## src/hw/rtl/sat_pkg.sv

```systemverilog
// Shared types and constants for the segment address translator.
// Used by the controller, the datapath, the top level and the checker.
package sat_pkg;

  localparam int TABLE_ENTRIES = 8192;
  localparam int IDX_W         = $clog2(TABLE_ENTRIES);
  localparam int CNT_W         = 14;
  localparam int SLOT_W        = 13;
  localparam int CFG_IDX_W     = 1;
  localparam int DESC_W        = 64;
  localparam int ADDR_W        = 32;
  localparam int SEL_W         = 16;
  localparam int LIMIT_W       = 20;

  localparam logic [1:0] MODE_XLATE  = 2'd0;
  localparam logic [1:0] MODE_WR_GDT = 2'd1;
  localparam logic [1:0] MODE_WR_LDT = 2'd2;

  localparam logic [CFG_IDX_W-1:0] REG_GDT_COUNT = 1'b0;
  localparam logic [CFG_IDX_W-1:0] REG_LDT_COUNT = 1'b1;

  // Controller to datapath
  typedef struct packed {
    logic wr_en;    // store the request's descriptor
    logic rd_en;    // capture a translate request and read both tables
    logic eval;     // run the checks and load the result register
  } sat_cmd_t;

  // Datapath to controller
  typedef struct packed {
    logic is_xlate;
  } sat_stat_t;

endpackage

```

## src/hw/rtl/sat_ctrl.sv

```systemverilog
// Controller for the segment address translator: request handshake and sequencing.
// Depends on sat_pkg.
module sat_ctrl (
  input  logic              clk,
  input  logic              rst_n,
  input  logic              in_valid,
  output logic              in_stall,
  output logic              out_valid,
  input  logic              out_stall,
  input  sat_pkg::sat_stat_t stat,
  output sat_pkg::sat_cmd_t  cmd
);
  import sat_pkg::*;

  typedef enum logic [2:0] {
    S_IDLE = 3'b001,
    S_EVAL = 3'b010,
    S_OUT  = 3'b100
  } state_t;

  state_t state_r, state_nxt;
  logic   take;

  assign in_stall  = (state_r != S_IDLE);
  assign out_valid = (state_r == S_OUT);
  assign take      = in_valid && (state_r == S_IDLE);

  always_comb begin
    cmd.wr_en = take && !stat.is_xlate;
    cmd.rd_en = take && stat.is_xlate;
    cmd.eval  = (state_r == S_EVAL);
  end

  always_comb begin
    state_nxt = state_r;
    case (state_r)
      S_IDLE: begin
        if (take && stat.is_xlate) state_nxt = S_EVAL;
      end
      S_EVAL: state_nxt = S_OUT;
      S_OUT: begin
        if (!out_stall) state_nxt = S_IDLE;
      end
      default: state_nxt = S_IDLE;
    endcase
  end

  always_ff @(posedge clk) begin
    if (!rst_n) begin
      state_r <= S_IDLE;
    end else begin
      state_r <= state_nxt;
    end
  end

endmodule

```

## config.mk

```make
export PLATFORM = sky130hd
export DESIGN_NAME = sat_ctrl
export DESIGN_NICKNAME = d
export VERILOG_FILES = /design/src/hw/rtl/sat_pkg.sv /design/src/hw/rtl/sat_ctrl.sv
export SDC_FILE = /design/constraint.sdc
export NUM_CORES = 1
export LEC_CHECK = 0
export BUFFER_PORTS_ARGS = -buffer_cell sky130_fd_sc_hd__buf_2
export CAP_MARGIN = 20
export CELL_PAD_IN_SITES_DETAIL_PLACEMENT = 1
export CELL_PAD_IN_SITES_GLOBAL_PLACEMENT = 1
export CORE_AREA = 2 2 39 41
export CTS_CLUSTER_DIAMETER = 80
export CTS_CLUSTER_SIZE = 14
export DETAILED_ROUTE_END_ITERATION = 12
export DIE_AREA = 0 0 41 43
export PLACE_DENSITY_LB_ADDON = 0.1
export SYNTH_ARGS = -nofsm -noshare
export SYNTH_HDL_FRONTEND = slang
export SYNTH_SLANG_ARGS = --single-unit
```

## constraint.sdc

```tcl
create_clock -name clk -period 1.1 [get_ports clk]
set_input_delay 0.165 -clock clk [delete_from_list [all_inputs] [get_ports clk]]
set_output_delay 0.165 -clock clk [all_outputs]
set_load 0.05 [all_outputs]
```

==> out/metrics.yaml <==
vias: 178
final_util: 0.2658
clkPwrFrac: 0.473
yosysSeqAreaShare: 0.4324
boundaryPins: 10
drive_gt1_frac: 0.8750
max_freq_ghz: 0.7815
cts_sinks: 3
grt_use_met2: 0.1063
rsz0062_at_grt: "true"
ys_types: 10
cts-hold-fix-buffers: 0
synth_seq_cells: 3
regMostFlops: "state_r"
critPathMaxFanout: 2
p_int_mw: 0.2949
die_w_um: 41
synth_nets: 18
p_seq_frac: 0.290
final_cell_mix: "buf_6 (6), buf_2 (4), buf_4 (4)"
status: "finished with violations"
nets: 38
violations: "negative setup slack"
post-route-period-util: 1.163
die_h_um: 43
place_hpwl_um: 357.1
finalNonFillerCells: 48
p_sw_frac: 0.2761
drc: 0
drt_first_pass_iters: 1
wire_per_inst_um: 9.792
cts_buffers: 3
largest_reg_flops: 3
crit_type: "flop to output pin"
dp_cells: 42
viasPerCell: 3.708
ctsRootBufferMaster: "clkbuf_4"
diodes: 0
grt_pass1_wl_um: 765
met1_usage: 0.06709
grt_max_degree: 5
top_usage_layer: "met2"
critical_path_required_ns: 0.94
nFillCells: 158
hp-class: "input pin to flop"
final_antenna_net_count: 0
grt_usage: 0.07014
grt_antenna_before_repair: 0
dieArea_um2: 1763
power.density_nw_per_um2: 1108
place_ws_ns: -0.1288
final_common_cell: "buf_6"
finalCriticalPeriod_ns: 1.280
clock_latency_ns: 0.23
hold_viol: 0
timing.final.ws_setup_ns: -0.1795
synth_area_um2: 138.9
syn_inst: 13
switchingPower_mw: 0.1125
combPwrFrac: 0.236
slew_viol_final: 0
syn_avg_cell_area_um2: 10.68
grt_overflow: 0
final-setup-viol-count: 6
core_area_um2: 1384
end_kind: "output pin"
grt_pass1_vias: 219
arrival_ns: 1.11
cts_tree: "done"
drt_iter0_drc: 0
syn2layout_area_growth_pct: 164.9
p_leak_nw: 0.1629
fin_worst_skew_ns: 0.001799
row_count: 14
startpoint_type: "flop"
largestRegisters: "state_r: 3 flops"
worst_slew_margin_rel: 0.8789
irDropWorstVdd_v: 0.0003706
clock_path_buffers: 2
routed_wl_um: 470
place.gp.congestion: 0.5581
ys_warn_count: 0
worstMarginPinSlew_ns: 0.1800
cap_violations: 0
use_met3: 0.01571
path_clk_slew_ns: 0.04
initial_utilization: 0.1004
htree_levels: 1
io_buffers: 9
## power by group through the flow
stage	clock, mW	combinational [mW]	sequential (mW)
floorplan	0	0.0486	0.121
global placement	0	0.0732	0.120
detailed placement	0	0.0742	0.120
CTS	0.203	0.0969	0.120
global route	0.210	0.101	0.119
finish	0.193	0.0963	0.118
## critical path, stage by stage, from the launching register on
cell and delay [ns]:
dfxtp_2 0.33, nor2_4 0.13, nand2_4 0.07, nor3b_4 0.18, buf_6 0.18
## cell families (layout without fill, tap and decap cells)
family          Yosys count  in the layout  share of synthesized area
compound gates            2              2                     0.1081
simple gates              8              8                     0.4594
flops                     3              3                     0.4324
buf+inv                   0             19                          0
## synthesized netlist by cell type
| cell type | instances | area [um^2] |
|---|---|---|
| nor3b_2 | 1 | 12.51 |
| nand2_1 | 1 | 3.750 |
| nor3b_1 | 2 | 15.01 |
| and4_4 | 1 | 11.26 |
| o31ai_1 | 1 | 7.510 |
| and3b_1 | 1 | 8.760 |
| o21a_1 | 1 | 7.510 |
| nor2_1 | 1 | 3.750 |
| dfxtp_1 | 3 | 60.06 |
| and2_4 | 1 | 8.760 |
## cell type report
| cell class | count | area, um^2 | area share |
|---|---|---|---|
| Clock buffer | 4 | 26.28 | 0.07143 |
| Multi-Input combinational cell | 10 | 122.6 | 0.3333 |
| Sequential cell | 3 | 66.31 | 0.1803 |
| Tap cell | 16 | 20.02 | 0.05442 |
| Timing Repair Buffer | 15 | 132.6 | 0.3605 |
## timing repair
| item | in CTS | in global routing |
|---|---|---|
| pin swaps | 5 | 1 |
| buffers inserted | 2 | 0 |
| endpoints found under the hold margin | 0 | 0 |
| gates resized for setup | 15 | 2 |
| endpoints found under the setup margin | 6 | 7 |
## per-stage QoR
step	hold WS [ns]	total power, mW	instance area, um^2	setup TNS (ns)
2_1_floorplan	0.2360	0.1691	177.7	-1.020
3_3_place_gp	0.3623	0.1933	272.8	-0.2324
3_5_place_dp	0.3646	0.1944	272.8	-0.2371
4_1_cts	0.1280	0.4198	361.6	-0.8446
5_1_grt	0.1306	0.4300	367.9	-1.092
6_report	0.1360	0.4074	367.9	-0.7475
## layer usage
metal,vias to the layer above,part of all wire
met3,0,0.062
met5,-,0
met1,85,0.38
li1,87,-
met4,0,0
met2,6,0.56
## final timing paths
path                            startpoint         end  slack, ns  cells past startpoint
worst min register to register  state_r[0]  state_r[2]       0.81                      3
worst max-delay path            state_r[2]      cmd[2]      -0.18                      4
worst max register to register  state_r[2]  state_r[1]      -0.02                      4
worst min-delay path                 rst_n  state_r[0]       0.14                      2
Power figures use the tool's default switching activity.
